===== config.mk =====
export PLATFORM = sky130hd
export DESIGN_NAME = tzpm_zone
export DESIGN_NICKNAME = d
export VERILOG_FILES = /design/src/sv/tzpm_pkg.sv /design/src/sv/tzpm_zone.sv
export SDC_FILE = /design/constraint.sdc
export NUM_CORES = 2
export LEC_CHECK = 0
export BUFFER_PORTS_ARGS = -buffer_cell sky130_fd_sc_hd__buf_2
export CORE_MARGIN = 5
export CORE_UTILIZATION = 40
export DETAILED_ROUTE_END_ITERATION = 16
export MAX_ROUTING_LAYER = met4
export PLACE_DENSITY = 0.55
export SLEW_MARGIN = 20
export SYNTH_ARGS = -nofsm -noshare
export SYNTH_HDL_FRONTEND = slang
export SYNTH_SLANG_ARGS = --single-unit

===== constraint.sdc =====
create_clock -name clk -period 19 [get_ports clk]
set_input_delay 3.8 -clock clk [delete_from_list [all_inputs] [get_ports clk]]
set_output_delay 3.8 -clock clk [all_outputs]
set_load 0.03 [all_outputs]

===== src/sv/tzpm_pkg.sv =====
// ----------------------------------------------------------------------------
// Touch zone pad mapper package
// Shared types, codes and the zone layout table.
// ----------------------------------------------------------------------------
package tzpm_pkg;

	localparam int ZONE_COUNT = 14;

	typedef enum logic [1:0] {
		OP_DOWN   = 2'd0,
		OP_MOTION = 2'd1,
		OP_UP     = 2'd2,
		OP_OTHER  = 2'd3
	} op_t;

	typedef enum logic [1:0] {
		XB_ZERO = 2'd0,
		XB_FULL = 2'd1,
		XB_HALF = 2'd2
	} xbase_t;

	typedef enum logic [1:0] {
		REG_WIDTH  = 2'd0,
		REG_HEIGHT = 2'd1,
		REG_EXTPAD = 2'd2
	} reg_idx_t;

	typedef enum logic [2:0] {
		ST_IDLE,
		ST_CALC,
		ST_WRITE,
		ST_ZONE,
		ST_DRAIN,
		ST_FINISH
	} state_t;

	typedef struct packed {
		xbase_t             xbase;
		logic signed [12:0] xk;
		logic               ybase;
		logic signed [12:0] yk;
		logic               rnd;
		logic [9:0]         hw;
		logic [9:0]         hh;
		logic [15:0]        bitm;
	} zone_t;

	typedef struct packed {
		logic [25:0] w10k;
		logic [24:0] w5k;
		logic [25:0] h10k;
		logic [11:0] m;
	} geo_t;

	typedef struct packed {
		logic               v;
		logic signed [31:0] cx;
		logic signed [31:0] cy;
		logic [25:0]        hw;
		logic [25:0]        hh;
		logic               rnd;
		logic [15:0]        bitm;
	} zs1_t;

	typedef struct packed {
		logic        v;
		logic        rnd;
		logic [15:0] bitm;
		logic [51:0] r2;
	} zs3_t;

	typedef struct packed {
		logic pos;
		logic ident;
		logic set_act;
		logic clr_act;
	} wr_t;

	function automatic zone_t zone_get(input logic [3:0] idx);
		zone_t z;
		z = '0;
		case (idx)
			4'd0:  z = '{XB_ZERO,  13'sd1600, 1'b1, -13'sd2650, 1'b1, 10'd621, 10'd621, 16'h0010};
			4'd1:  z = '{XB_ZERO,  13'sd1600, 1'b1,  -13'sd950, 1'b1, 10'd621, 10'd621, 16'h0040};
			4'd2:  z = '{XB_ZERO,   13'sd750, 1'b1, -13'sd1800, 1'b1, 10'd621, 10'd621, 16'h0080};
			4'd3:  z = '{XB_ZERO,  13'sd2450, 1'b1, -13'sd1800, 1'b1, 10'd621, 10'd621, 16'h0020};
			4'd4:  z = '{XB_FULL, -13'sd1600, 1'b1, -13'sd2650, 1'b1, 10'd621, 10'd621, 16'h1000};
			4'd5:  z = '{XB_FULL, -13'sd1600, 1'b1,  -13'sd950, 1'b1, 10'd621, 10'd621, 16'h4000};
			4'd6:  z = '{XB_FULL, -13'sd2450, 1'b1, -13'sd1800, 1'b1, 10'd621, 10'd621, 16'h8000};
			4'd7:  z = '{XB_FULL,  -13'sd750, 1'b1, -13'sd1800, 1'b1, 10'd621, 10'd621, 16'h2000};
			4'd8:  z = '{XB_ZERO,   13'sd950, 1'b0,  13'sd1250, 1'b0, 10'd700, 10'd320, 16'h0400};
			4'd9:  z = '{XB_ZERO,   13'sd950, 1'b0,   13'sd500, 1'b0, 10'd700, 10'd320, 16'h0100};
			4'd10: z = '{XB_FULL,  -13'sd950, 1'b0,  13'sd1250, 1'b0, 10'd700, 10'd320, 16'h0800};
			4'd11: z = '{XB_FULL,  -13'sd950, 1'b0,   13'sd500, 1'b0, 10'd700, 10'd320, 16'h0200};
			4'd12: z = '{XB_HALF,   13'sd800, 1'b1,  -13'sd400, 1'b0, 10'd550, 10'd240, 16'h0008};
			4'd13: z = '{XB_HALF,  -13'sd800, 1'b1,  -13'sd400, 1'b0, 10'd550, 10'd240, 16'h0001};
			default: z = '0;
		endcase
		return z;
	endfunction

endpackage


===== src/sv/tzpm_zone.sv =====
// ----------------------------------------------------------------------------
// Touch zone pad mapper zone unit
// Lays out one zone per cycle from the window geometry, in three stages.
// ----------------------------------------------------------------------------
module tzpm_zone (
	input  logic              clk,
	input  logic              arst_n,
	input  logic              issue,
	input  logic [3:0]        zidx,
	input  tzpm_pkg::geo_t    geo,
	output tzpm_pkg::zs1_t    zs1,
	output tzpm_pkg::zs3_t    zs3
);

	tzpm_pkg::zone_t    z;
	logic [25:0]        xb;
	logic [25:0]        yb;
	logic signed [25:0] kx;
	logic signed [25:0] ky;
	logic [21:0]        hwm;
	logic [21:0]        hhm;
	tzpm_pkg::zs1_t     zs1_q;
	tzpm_pkg::zs3_t     zs_s2;
	tzpm_pkg::zs3_t     zs_s3;

	always_comb begin
		z = tzpm_pkg::zone_get(zidx);
		case (z.xbase)
			tzpm_pkg::XB_FULL: xb = geo.w10k;
			tzpm_pkg::XB_HALF: xb = {1'b0, geo.w5k};
			default:           xb = '0;
		endcase
		yb  = z.ybase ? geo.h10k : '0;
		kx  = z.xk * $signed({1'b0, geo.m});
		ky  = z.yk * $signed({1'b0, geo.m});
		hwm = z.hw * geo.m;
		hhm = z.hh * geo.m;
	end

	always_ff @(posedge clk or negedge arst_n) begin
		if (!arst_n) begin
			zs1_q <= '0;
			zs_s2 <= '0;
			zs_s3 <= '0;
		end else begin
			zs1_q.v    <= issue;
			zs1_q.cx   <= ($signed({6'b0, xb}) + 32'(kx)) <<< 4;
			zs1_q.cy   <= ($signed({6'b0, yb}) + 32'(ky)) <<< 4;
			zs1_q.hw   <= {hwm, 4'b0};
			zs1_q.hh   <= {hhm, 4'b0};
			zs1_q.rnd  <= z.rnd;
			zs1_q.bitm <= z.bitm;
			zs_s2.v    <= zs1_q.v;
			zs_s2.rnd  <= zs1_q.rnd;
			zs_s2.bitm <= zs1_q.bitm;
			zs_s2.r2   <= zs1_q.hw * zs1_q.hw;
			zs_s3      <= zs_s2;
		end
	end

	assign zs1 = zs1_q;
	assign zs3 = zs_s3;

endmodule


==> results.json <==
{
  "gp_congestion": 0.9486,
  "drtIter0Drc": 1350,
  "synth_top_cell_by_area": "fa_1",
  "fp.dieW_um": 327.0,
  "hp-class": "reg -> reg",
  "row_count": 116,
  "final_hold_viol_count": 0,
  "cts_tree": "built",
  "cts_buffers": 29,
  "wl_met3_mm": 6.052,
  "vias": 27389,
  "clock-root-buffer": "clkbuf_16",
  "highest_layer": "met4",
  "clock_sinks": 233,
  "initial_utilization_pct": 40.25,
  "dr.pass1.iters": 7,
  "area_delta_synth_final_pct": 9.281,
  "ys_types": 69,
  "cts_hold_buffers": 0,
  "synth_warnings": 0,
  "routedWlPerCell_um": 17.81,
  "ctsResizeCount": 0,
  "grt_pass1_vias": 29685,
  "num-nets-final": 5688,
  "fin_setup_tns_ns": 0,
  "layout_commonest_cell": "inv_1",
  "postSynthAreaPerCell_um2": 9.695,
  "clk_latency_ns": 0.65,
  "htree_levels": 1,
  "wl_met1_mm": 41.94,
  "setup_violations": 0,
  "cp.required_ns": 19.52,
  "finalMaxSlewViolations": 0,
  "pin_count": 300,
  "yosys-top-cells-area": "fa_1, dfrtp_1, ha_1",
  "die_h_um": 327.0,
  "end_kind": "flop",
  "synth-edff-count": 0,
  "critical_path_class": "in -> reg",
  "clk_path_buf_depth": 3,
  "fill_cells": 9888,
  "ys_async_sr_fraction_pct": 100.0,
  "final_cell_mix": "inv_1, fa_1, ha_1",
  "post_cts_buffers": 0,
  "finalCritPeriodShare_pct": 60.53,
  "synth_top_cell_area_share_pct": 40.00,
  "totalWireLength_mm": 101.3,
  "worst-path-max-fanout": 47,
  "max_cap_viol_count": 0,
  "grt_max_degree": 69,
  "antenna_found_initial": 16,
  "dieArea_mm2": 0.1069,
  "fin_skew_ns": 0.04033,
  "rsz0062_at_grt": "no",
  "netlist_area_mm2": 0.04019,
  "dpl.hpwl_mm": 84.55,
  "grt_pass1_wl_mm": 163.3,
  "synth_cells": 4145,
  "drc": 0,
  "seq_area_frac_synth_pct": 14.51,
  "wl_met2_mm": 50.05,
  "avgViaCountPerCell": 4.815,
  "maxClockFrequency_mhz": 86.96,
  "ys_seq_elements": 233,
  "track_usage_pct": 19.84,
  "worst_pin_slew_ns": 1.139,
  "ant_nets": 0,
  "drive_above_1_share_pct": 9.189,
  "clk_pin_slew_ns": 0.06,
  "maxSlewHeadroom_pct": 24.08,
  "portBuffers": 270,
  "start_kind": "input pin",
  "synth-main-ff-cell": "dfrtp_1",
  "coreArea_mm2": 0.09986,
  "status": "finished, final reports clean",
  "overflow": 0,
  "period_minus_slack_ns": 11.50,
  "crit_arrival_ns": 12.02
}
[state kept, by name, indices dropped and copies added (netlist names)]
name and cells:
zs1 115, zs3 59, zs_s2 59
[per-layer routing]
layer	vias to the layer above	GRT usage, %
li1	12768	-
met1	13759	24.93
met2	702	33.54
met3	160	3.389
met4	0	5.157
met5	-	-
[worst max-delay path, stage by stage]
cell and delay [ns]:
buf_2 0.64, clkinv_1 0.72, nor2_1 0.71, nand2_1 0.17, nand2_1 0.40, and2_1 0.23, inv_1 0.07, fa_1 0.49
fa_1 0.70, inv_1 0.17, fa_1 0.48, fa_1 0.51, fa_1 0.50, inv_1 0.05, fa_1 0.47, inv_1 0.04
ha_1 0.35, a21o_1 0.19, a21oi_1 0.14, nor2b_1 0.06, o21ai_0 0.14, nand2b_1 0.08, a221oi_1 0.48, o21ai_0 0.21
xor2_1 0.17
[logic make-up after synthesis]
group	synth area share, %
compound gates	6.049
xor+xnor	2.986
fa+ha+maj	53.63
buf+inv	11.94
flops	14.51
mux	0.1152
other cells	0.009331
simple gates	10.76
[synth_stat cells, types with 3 or more instances]
cell         n
xor2_1      41
nand4_1      9
a22oi_1     25
a211o_1      3
nor2b_1     39
a31oi_1     17
a211oi_2     3
and2_1     194
a221oi_1     3
a31o_2       6
a311oi_1     4
o21ai_0     62
a21boi_0     5
xnor2_1     96
a21oi_1    123
nor3_1      24
a21o_2       4
o41ai_1      4
o22ai_1      3
fa_1       803
or3_1        3
nor2_1     138
a211oi_1     6
o211ai_1     7
o21bai_1    19
inv_1     1093
o21a_1      11
a21o_1      46
and3_1      28
or2_2       30
nand2b_1    21
ha_1       437
and4_1       3
dfrtp_1    233
buf_4       30
nand2_1    375
nand3b_1     3
nand3_1     34
clkbuf_1   121
[cell type report]
| cell class | instances | area (um^2) | area share (%) |
|---|---|---|---|
| tap | 1298 | 1624 | 3.698 |
| multi-input combinational | 2692 | 29670 | 67.56 |
| inverter | 1095 | 4110 | 9.359 |
| timing repair buffer | 301 | 1594 | 3.630 |
| antenna | 15 | 37.54 | 0.08547 |
| clock inverter | 20 | 284.0 | 0.6467 |
| clock buffer | 34 | 764.5 | 1.741 |
| sequential | 233 | 5832 | 13.28 |
[path summary, 6_finish.rpt]
| kind | from | to | slack [ns] | depth (start not counted) |
|---|---|---|---|---|
| hold reg to reg | zs_s2[55]$_DFF_PN0_ | zs3[55]$_DFF_PN0_ | 0.35 | 0 |
| setup reg to reg | zs1[63]$_DFF_PN0_ | zs_s2[45]$_DFF_PN0_ | 11.29 | 21 |
| min in group asynchronous | arst_n | zs3[41]$_DFF_PN0_ | 3.12 | 1 |
| hold / removal | zs_s2[55]$_DFF_PN0_ | zs3[55]$_DFF_PN0_ | 0.35 | 0 |
| max in group asynchronous | arst_n | zs1[53]$_DFF_PN0_ | 14.68 | 2 |
| setup / recovery | zidx[3] | zs1[131]$_DFF_PN0_ | 7.50 | 25 |
[through the flow]
stage	util, %	worst slack [ns]	cell area (um^2)	hold slack [ns]	instances
2_1_floorplan	-	8.605	40290	0.3312	4173
3_3_place_gp	42.89	7.191	42820	0.3313	5619
3_5_place_dp	42.89	6.981	42820	0.3347	5619
4_1_cts	43.94	7.659	43870	0.3490	5673
5_1_grt	43.98	6.954	43920	0.3501	5688
6_report	43.98	7.500	43920	0.3469	5688
Power is not shown: default switching activity piles up to over one toggle a cycle in this logic, so the estimate is an artifact.
