<file path="src/sv/tzpm_pkg.sv">
// ----------------------------------------------------------------------------
// Touch zone pad mapper package
// Shared types, codes and the zone layout table.
// ----------------------------------------------------------------------------
package tzpm_pkg;

	localparam int ZONE_COUNT = 14;

	typedef enum logic [1:0] {
		OP_DOWN   = 2'd0,
		OP_MOTION = 2'd1,
		OP_UP     = 2'd2,
		OP_OTHER  = 2'd3
	} op_t;

	typedef enum logic [1:0] {
		XB_ZERO = 2'd0,
		XB_FULL = 2'd1,
		XB_HALF = 2'd2
	} xbase_t;

	typedef enum logic [1:0] {
		REG_WIDTH  = 2'd0,
		REG_HEIGHT = 2'd1,
		REG_EXTPAD = 2'd2
	} reg_idx_t;

	typedef enum logic [2:0] {
		ST_IDLE,
		ST_CALC,
		ST_WRITE,
		ST_ZONE,
		ST_DRAIN,
		ST_FINISH
	} state_t;

	typedef struct packed {
		xbase_t             xbase;
		logic signed [12:0] xk;
		logic               ybase;
		logic signed [12:0] yk;
		logic               rnd;
		logic [9:0]         hw;
		logic [9:0]         hh;
		logic [15:0]        bitm;
	} zone_t;

	typedef struct packed {
		logic [25:0] w10k;
		logic [24:0] w5k;
		logic [25:0] h10k;
		logic [11:0] m;
	} geo_t;

	typedef struct packed {
		logic               v;
		logic signed [31:0] cx;
		logic signed [31:0] cy;
		logic [25:0]        hw;
		logic [25:0]        hh;
		logic               rnd;
		logic [15:0]        bitm;
	} zs1_t;

	typedef struct packed {
		logic        v;
		logic        rnd;
		logic [15:0] bitm;
		logic [51:0] r2;
	} zs3_t;

	typedef struct packed {
		logic pos;
		logic ident;
		logic set_act;
		logic clr_act;
	} wr_t;

	function automatic zone_t zone_get(input logic [3:0] idx);
		zone_t z;
		z = '0;
		case (idx)
			4'd0:  z = '{XB_ZERO,  13'sd1600, 1'b1, -13'sd2650, 1'b1, 10'd621, 10'd621, 16'h0010};
			4'd1:  z = '{XB_ZERO,  13'sd1600, 1'b1,  -13'sd950, 1'b1, 10'd621, 10'd621, 16'h0040};
			4'd2:  z = '{XB_ZERO,   13'sd750, 1'b1, -13'sd1800, 1'b1, 10'd621, 10'd621, 16'h0080};
			4'd3:  z = '{XB_ZERO,  13'sd2450, 1'b1, -13'sd1800, 1'b1, 10'd621, 10'd621, 16'h0020};
			4'd4:  z = '{XB_FULL, -13'sd1600, 1'b1, -13'sd2650, 1'b1, 10'd621, 10'd621, 16'h1000};
			4'd5:  z = '{XB_FULL, -13'sd1600, 1'b1,  -13'sd950, 1'b1, 10'd621, 10'd621, 16'h4000};
			4'd6:  z = '{XB_FULL, -13'sd2450, 1'b1, -13'sd1800, 1'b1, 10'd621, 10'd621, 16'h8000};
			4'd7:  z = '{XB_FULL,  -13'sd750, 1'b1, -13'sd1800, 1'b1, 10'd621, 10'd621, 16'h2000};
			4'd8:  z = '{XB_ZERO,   13'sd950, 1'b0,  13'sd1250, 1'b0, 10'd700, 10'd320, 16'h0400};
			4'd9:  z = '{XB_ZERO,   13'sd950, 1'b0,   13'sd500, 1'b0, 10'd700, 10'd320, 16'h0100};
			4'd10: z = '{XB_FULL,  -13'sd950, 1'b0,  13'sd1250, 1'b0, 10'd700, 10'd320, 16'h0800};
			4'd11: z = '{XB_FULL,  -13'sd950, 1'b0,   13'sd500, 1'b0, 10'd700, 10'd320, 16'h0200};
			4'd12: z = '{XB_HALF,   13'sd800, 1'b1,  -13'sd400, 1'b0, 10'd550, 10'd240, 16'h0008};
			4'd13: z = '{XB_HALF,  -13'sd800, 1'b1,  -13'sd400, 1'b0, 10'd550, 10'd240, 16'h0001};
			default: z = '0;
		endcase
		return z;
	endfunction

endpackage

</file>
<file path="src/sv/tzpm_cell.sv">
// ----------------------------------------------------------------------------
// Touch zone pad mapper finger cell
// Holds one finger slot, hit-tests it against the broadcast zone and folds
// its pressed bits into the mask handed along the row.
// ----------------------------------------------------------------------------
module tzpm_cell (
	input  logic           clk,
	input  logic           arst_n,
	input  logic [63:0]    id_cmp,
	input  tzpm_pkg::wr_t  wr,
	input  logic [29:0]    x_wr,
	input  logic [29:0]    y_wr,
	input  logic           mclr,
	input  tzpm_pkg::zs1_t zs1,
	input  tzpm_pkg::zs3_t zs3,
	input  logic [15:0]    chain_in,
	output logic [15:0]    chain_out,
	output logic           match,
	output logic           active
);

	logic               act_q;
	logic [63:0]        id_q;
	logic [29:0]        x_q;
	logic [29:0]        y_q;
	logic [15:0]        mask_q;
	logic signed [31:0] dx_s2;
	logic signed [31:0] dy_s2;
	logic               inb_s2;
	logic [51:0]        sqx_s3;
	logic [51:0]        sqy_s3;
	logic               inb_s3;
	logic signed [31:0] dx;
	logic signed [31:0] dy;
	logic signed [31:0] hw_s;
	logic signed [31:0] hh_s;
	logic               inb;
	logic [31:0]        ax;
	logic [31:0]        ay;
	logic               hit;

	always_comb begin
		hw_s = $signed({6'b0, zs1.hw});
		hh_s = $signed({6'b0, zs1.hh});
		dx   = $signed({2'b0, x_q}) - zs1.cx;
		dy   = $signed({2'b0, y_q}) - zs1.cy;
		inb  = (dx <= hw_s) && (dx >= -hw_s) && (dy <= hh_s) && (dy >= -hh_s);
		ax   = dx_s2[31] ? 32'(-dx_s2) : 32'(dx_s2);
		ay   = dy_s2[31] ? 32'(-dy_s2) : 32'(dy_s2);
		hit  = inb_s3 && (!zs3.rnd ||
			(({1'b0, sqx_s3} + {1'b0, sqy_s3}) <= {1'b0, zs3.r2}));
	end

	always_ff @(posedge clk or negedge arst_n) begin
		if (!arst_n) begin
			act_q <= 1'b0;
		end else if (wr.set_act) begin
			act_q <= 1'b1;
		end else if (wr.clr_act) begin
			act_q <= 1'b0;
		end
	end

	always_ff @(posedge clk) begin
		if (wr.ident) begin
			id_q <= id_cmp;
		end
		if (wr.pos) begin
			x_q <= x_wr;
			y_q <= y_wr;
		end
		dx_s2  <= dx;
		dy_s2  <= dy;
		inb_s2 <= inb;
		sqx_s3 <= ax[25:0] * ax[25:0];
		sqy_s3 <= ay[25:0] * ay[25:0];
		inb_s3 <= inb_s2;
		if (mclr) begin
			mask_q <= '1;
		end else if (zs3.v && act_q && hit) begin
			mask_q <= mask_q & ~zs3.bitm;
		end
	end

	assign chain_out = chain_in & mask_q;
	assign match     = act_q && (id_q == id_cmp);
	assign active    = act_q;

endmodule

</file>
<file path="config.mk">
export PLATFORM = sky130hd
export DESIGN_NAME = tzpm_cell
export DESIGN_NICKNAME = d
export VERILOG_FILES = /design/src/sv/tzpm_pkg.sv /design/src/sv/tzpm_cell.sv
export SDC_FILE = /design/constraint.sdc
export NUM_CORES = 2
export LEC_CHECK = 0
export ABC_AREA = 1
export ABC_CLOCK_PERIOD_IN_PS = 7850
export BUFFER_PORTS_ARGS = -buffer_cell sky130_fd_sc_hd__buf_2
export CAP_MARGIN = 20
export CORE_AREA = 8 8 427 429
export CTS_CLUSTER_DIAMETER = 30
export DETAILED_ROUTE_END_ITERATION = 10
export DIE_AREA = 0 0 435 437
export HOLD_SLACK_MARGIN = 0.08
export RECOVER_POWER = 100
export SKIP_LAST_GASP = 1
export SYNTH_ARGS = -nofsm -noshare
export SYNTH_HDL_FRONTEND = slang
export SYNTH_SLANG_ARGS = --single-unit
</file>
<file path="constraint.sdc">
create_clock -name clk -period 7.85 [get_ports clk]
set_input_delay 1.1775 -clock clk [delete_from_list [all_inputs] [get_ports clk]]
set_output_delay 1.1775 -clock clk [all_outputs]
set_load 0.02 [all_outputs]
</file>
==> flow_metrics.py <==
metrics = {
    "run_status": {
        "outcome": "complete, but fails checks",
        "violations": "capacitance limit, slew limit",
    },
    "global_route": {
        "global_route.usage.met1": 0.243,
        "grt_overflow_total": 0,
        "grt_pass1_vias": 54800,
        "global_route_wire_length_before_repair_mm": 305,
        "gr-max-usage-layer": "met2",
        "global_route.usage.met2": 0.348,
        "groute.layer.met3.usage": 0.0398,
        "largest_net_degree_at_the_start_of_global_routing": 65,
        "global_route.usage.total": 0.204,
        "antenna_found_initial": 32,
    },
    "floorplan": {
        "boundaryPins": 369,
        "core_sq_um": 175000,
        "fp.dieW_microns": 435,
        "die_h_microns": 437,
        "floorplan.initialDensity": 0.348,
        "placementRows": 154,
        "floorplan.die_area_sq_um": 190000,
    },
    "timing": {
        "slew_headroom": -1.39,
        "final-setup-viol-count": 0,
        "drv_slew": 178,
        "setup_tns_after_final_layout_ps": 0,
        "worst-slew-pin-transition_ps": 3590,
        "finalWorstSetupSlack_ps": 247,
        "maximum_clock_rate_mhz": 132,
        "fin_worst_skew_ps": 38.6,
        "hold_viol_final": 0,
        "setup_repair_after_global_routing_missed_its_margin": "yes",
        "timing.final.crit_period_ps": 7600,
        "min_period_over_period": 0.969,
    },
    "drt": {
        "routed_wirelength_mm": 195,
        "routed_wire_length_per_instance_microns": 18.4,
        "vias": 50500,
        "route.antenna.remaining_nets": 0,
        "routed_via_density": 4.76,
        "detailedRoute.firstPassIterationCount": 8,
        "drc": 0,
        "initialDrtViolationCount": 2856,
    },
    "placed_design": {
        "port_buffers": 350,
        "dp_hpwl_mm": 171,
        "gp_routability_congestion": 0.967,
        "placed_cell_area_sq_um": 66900,
        "post_placement_setup_slack_ps": -29.6,
    },
    "clocking": {
        "clock_tree.buffer_depth": 3,
        "clkTransAtPathRegs_ps": 50,
        "cts-buffers-inserted": 77,
        "clockRootBuffer": "clkbuf_16",
        "clk-insertion-delay-late_ps": 680,
        "htree_num_levels": 3,
        "cts.sink_count": 299,
        "tritoncts": "built",
    },
    "final_layout": {
        "area_growth_from_synthesis_to_layout_pct": 16.4,
        "layout.core_utilization": 0.405,
        "final_layout_size_suffix_gt1_frac": 0.122,
        "num-fill-cells": 17900,
        "design_area_sq_um": 71100,
        "final_net_count": 10200,
    },
    "setup_path": {
        "critPathSlowestCell": "fa_2",
        "worst_ep_arrival_time_ps": 8150,
        "critPathBufInv": 6,
        "worstSetupEndpointType": "flip-flop",
        "critPathRequiredTime_ps": 8400,
        "critPathKind": "flip-flop to flip-flop",
        "setup.worst_path.start_class": "flip-flop",
        "crit_fanout": 5,
        "critPathMaxStageDelay_ps": 580,
        "kind_of_cell_adding_the_most_delay_to_the_critical_path": "adder cells",
        "crit_path_frequent_cell": "fa_1",
    },
    "synth": {
        "post_synthesis_sequential_element_count": 299,
        "syn_avg_cell_area_sq_um": 8.04,
        "mappedNetlistArea_sq_um": 61000,
        "net_count_after_synthesis": 9630,
        "synth.distinct_cells": 69,
        "yosys_warnings": 0,
        "postSynthCellCount": 7592,
        "yosysSeqAreaShare": 0.118,
    },
    "hold_path": {
        "hold_path_class": "input port to async pin",
    },
    "job": {
        "drv_cap": 4,
    },
}
[routing by layer]
layer	share of wire	vias up
met4	0.065	22
met1	0.40	24400
li1	-	24100
met5	0.00068	-
met2	0.47	1525
met3	0.064	403
[state kept, by name, summed over array words and instances (netlist names)]
name,flops
active,1
dx_s2,27
dy_s2,27
id_q,64
inb_s2,1
inb_s3,1
mask_q,16
sqx_s3,51
sqy_s3,51
x_q,30
y_q,30
[worst paths after layout]
| check | slack [ps] | from | to | cells past startpoint |
|---|---|---|---|---|
| worst min register to register | 320 | inb_s2 | inb_s3 | 0 |
| worst max register to register | 250 | dx_s2[1] | sqx_s3[46] | 33 |
| worst max-delay path | 250 | dx_s2[1] | sqx_s3[46] | 33 |
| min in group clk | 320 | inb_s2 | inb_s3 | 0 |
| worst min-delay path | 270 | arst_n | active | 1 |
| max in group asynchronous | 7500 | arst_n | active | 1 |
[per-stage QoR]
step                cells  hold WS (ps)
finish              10600           267
global route        10600           220
CTS                 10500           205
detailed placement  10400           317
global placement    10400           310
floorplan            7592           310
[placed cells by master (no fill, tap or decap), types with 30 or more instances in the layout]
cell type and n:
a21oi_1 321, a21oi_2 30, a31oi_1 36, buf_2 277
buf_4 220, clkbuf_1 90, clkbuf_16 78, dfxtp_1 171
edfxtp_1 124, fa_1 1007, ha_1 634, inv_1 2068
inv_2 34, nand2_1 1191, nand2_2 40, nand3_1 178
nand4_1 34, nor2_1 635, nor2_2 76, nor3_1 40
nor4_1 42, o21a_1 33, o21ai_0 175, xnor2_1 84
xor2_1 186
[area by class of cell]
type / count / area (sq um) / share of cell area
flip-flops and latches: 299 / 7240 / 0.102
repair buffers: 604 / 3820 / 0.0537
clock inverters: 54 / 644 / 0.00907
clock buffers: 89 / 1990 / 0.0280
well taps: 2340 / 2930 / 0.0412
diodes: 18 / 45.0 / 0.000634
inverters: 2124 / 8020 / 0.113
multi-input cells: 5066 / 46400 / 0.653
[cell families after synthesis]
family	synth area share
simple gates	0.158
buf+inv	0.139
flops	0.118
xor+xnor	0.0397
fa+ha+maj	0.472
compound gates	0.0725
[synthesized netlist by cell type, drive strengths merged]
library cell     n  area, sq um
inv           2116         7950
nand2         1237         4700
fa            1028        20600
nor2           732         2890
ha             659         8250
a21oi          353         1770
o21ai          210         1070
xor2           189         1680
nand3          187          956
dfxtp          174         3480
edfxtp         124         3720
xnor2           85          744
nor4            54          374
buf             53          330
nor3            51          282
clkbuf          50          188
a31oi           41          257
nand4           34          213
o21a            33          248
a21o            27          203
o21bai          24          184
or2             22          138
o22ai           14         87.6
a21boi          12          105
o31ai           12         90.1
a22o            11         96.3
clkinv           8         30.0
o211ai           8         60.1
nand3b           7         52.6
o2111ai          7         61.3
a211oi           6         45.0
and3             6         37.5
o221ai           4         35.0
a221oi           3         26.3
a2111oi          2         17.5
a31o             2         17.5
a22oi            1         7.51
a311oi           1         8.76
dfrtp            1         25.0
nor4b            1         8.76
o221a            1         11.3
o22a             1         8.76
o311ai           1         8.76
[repair_timing]
item	in CTS	in global routing
pin swaps	0	89
buffers inserted	0	41
gates resized for setup	5	314
setup endpoints to repair	2	60
hold buffers	0	0
Power is not shown: default switching activity piles up to over one toggle a cycle in this logic, so the estimate is an artifact.
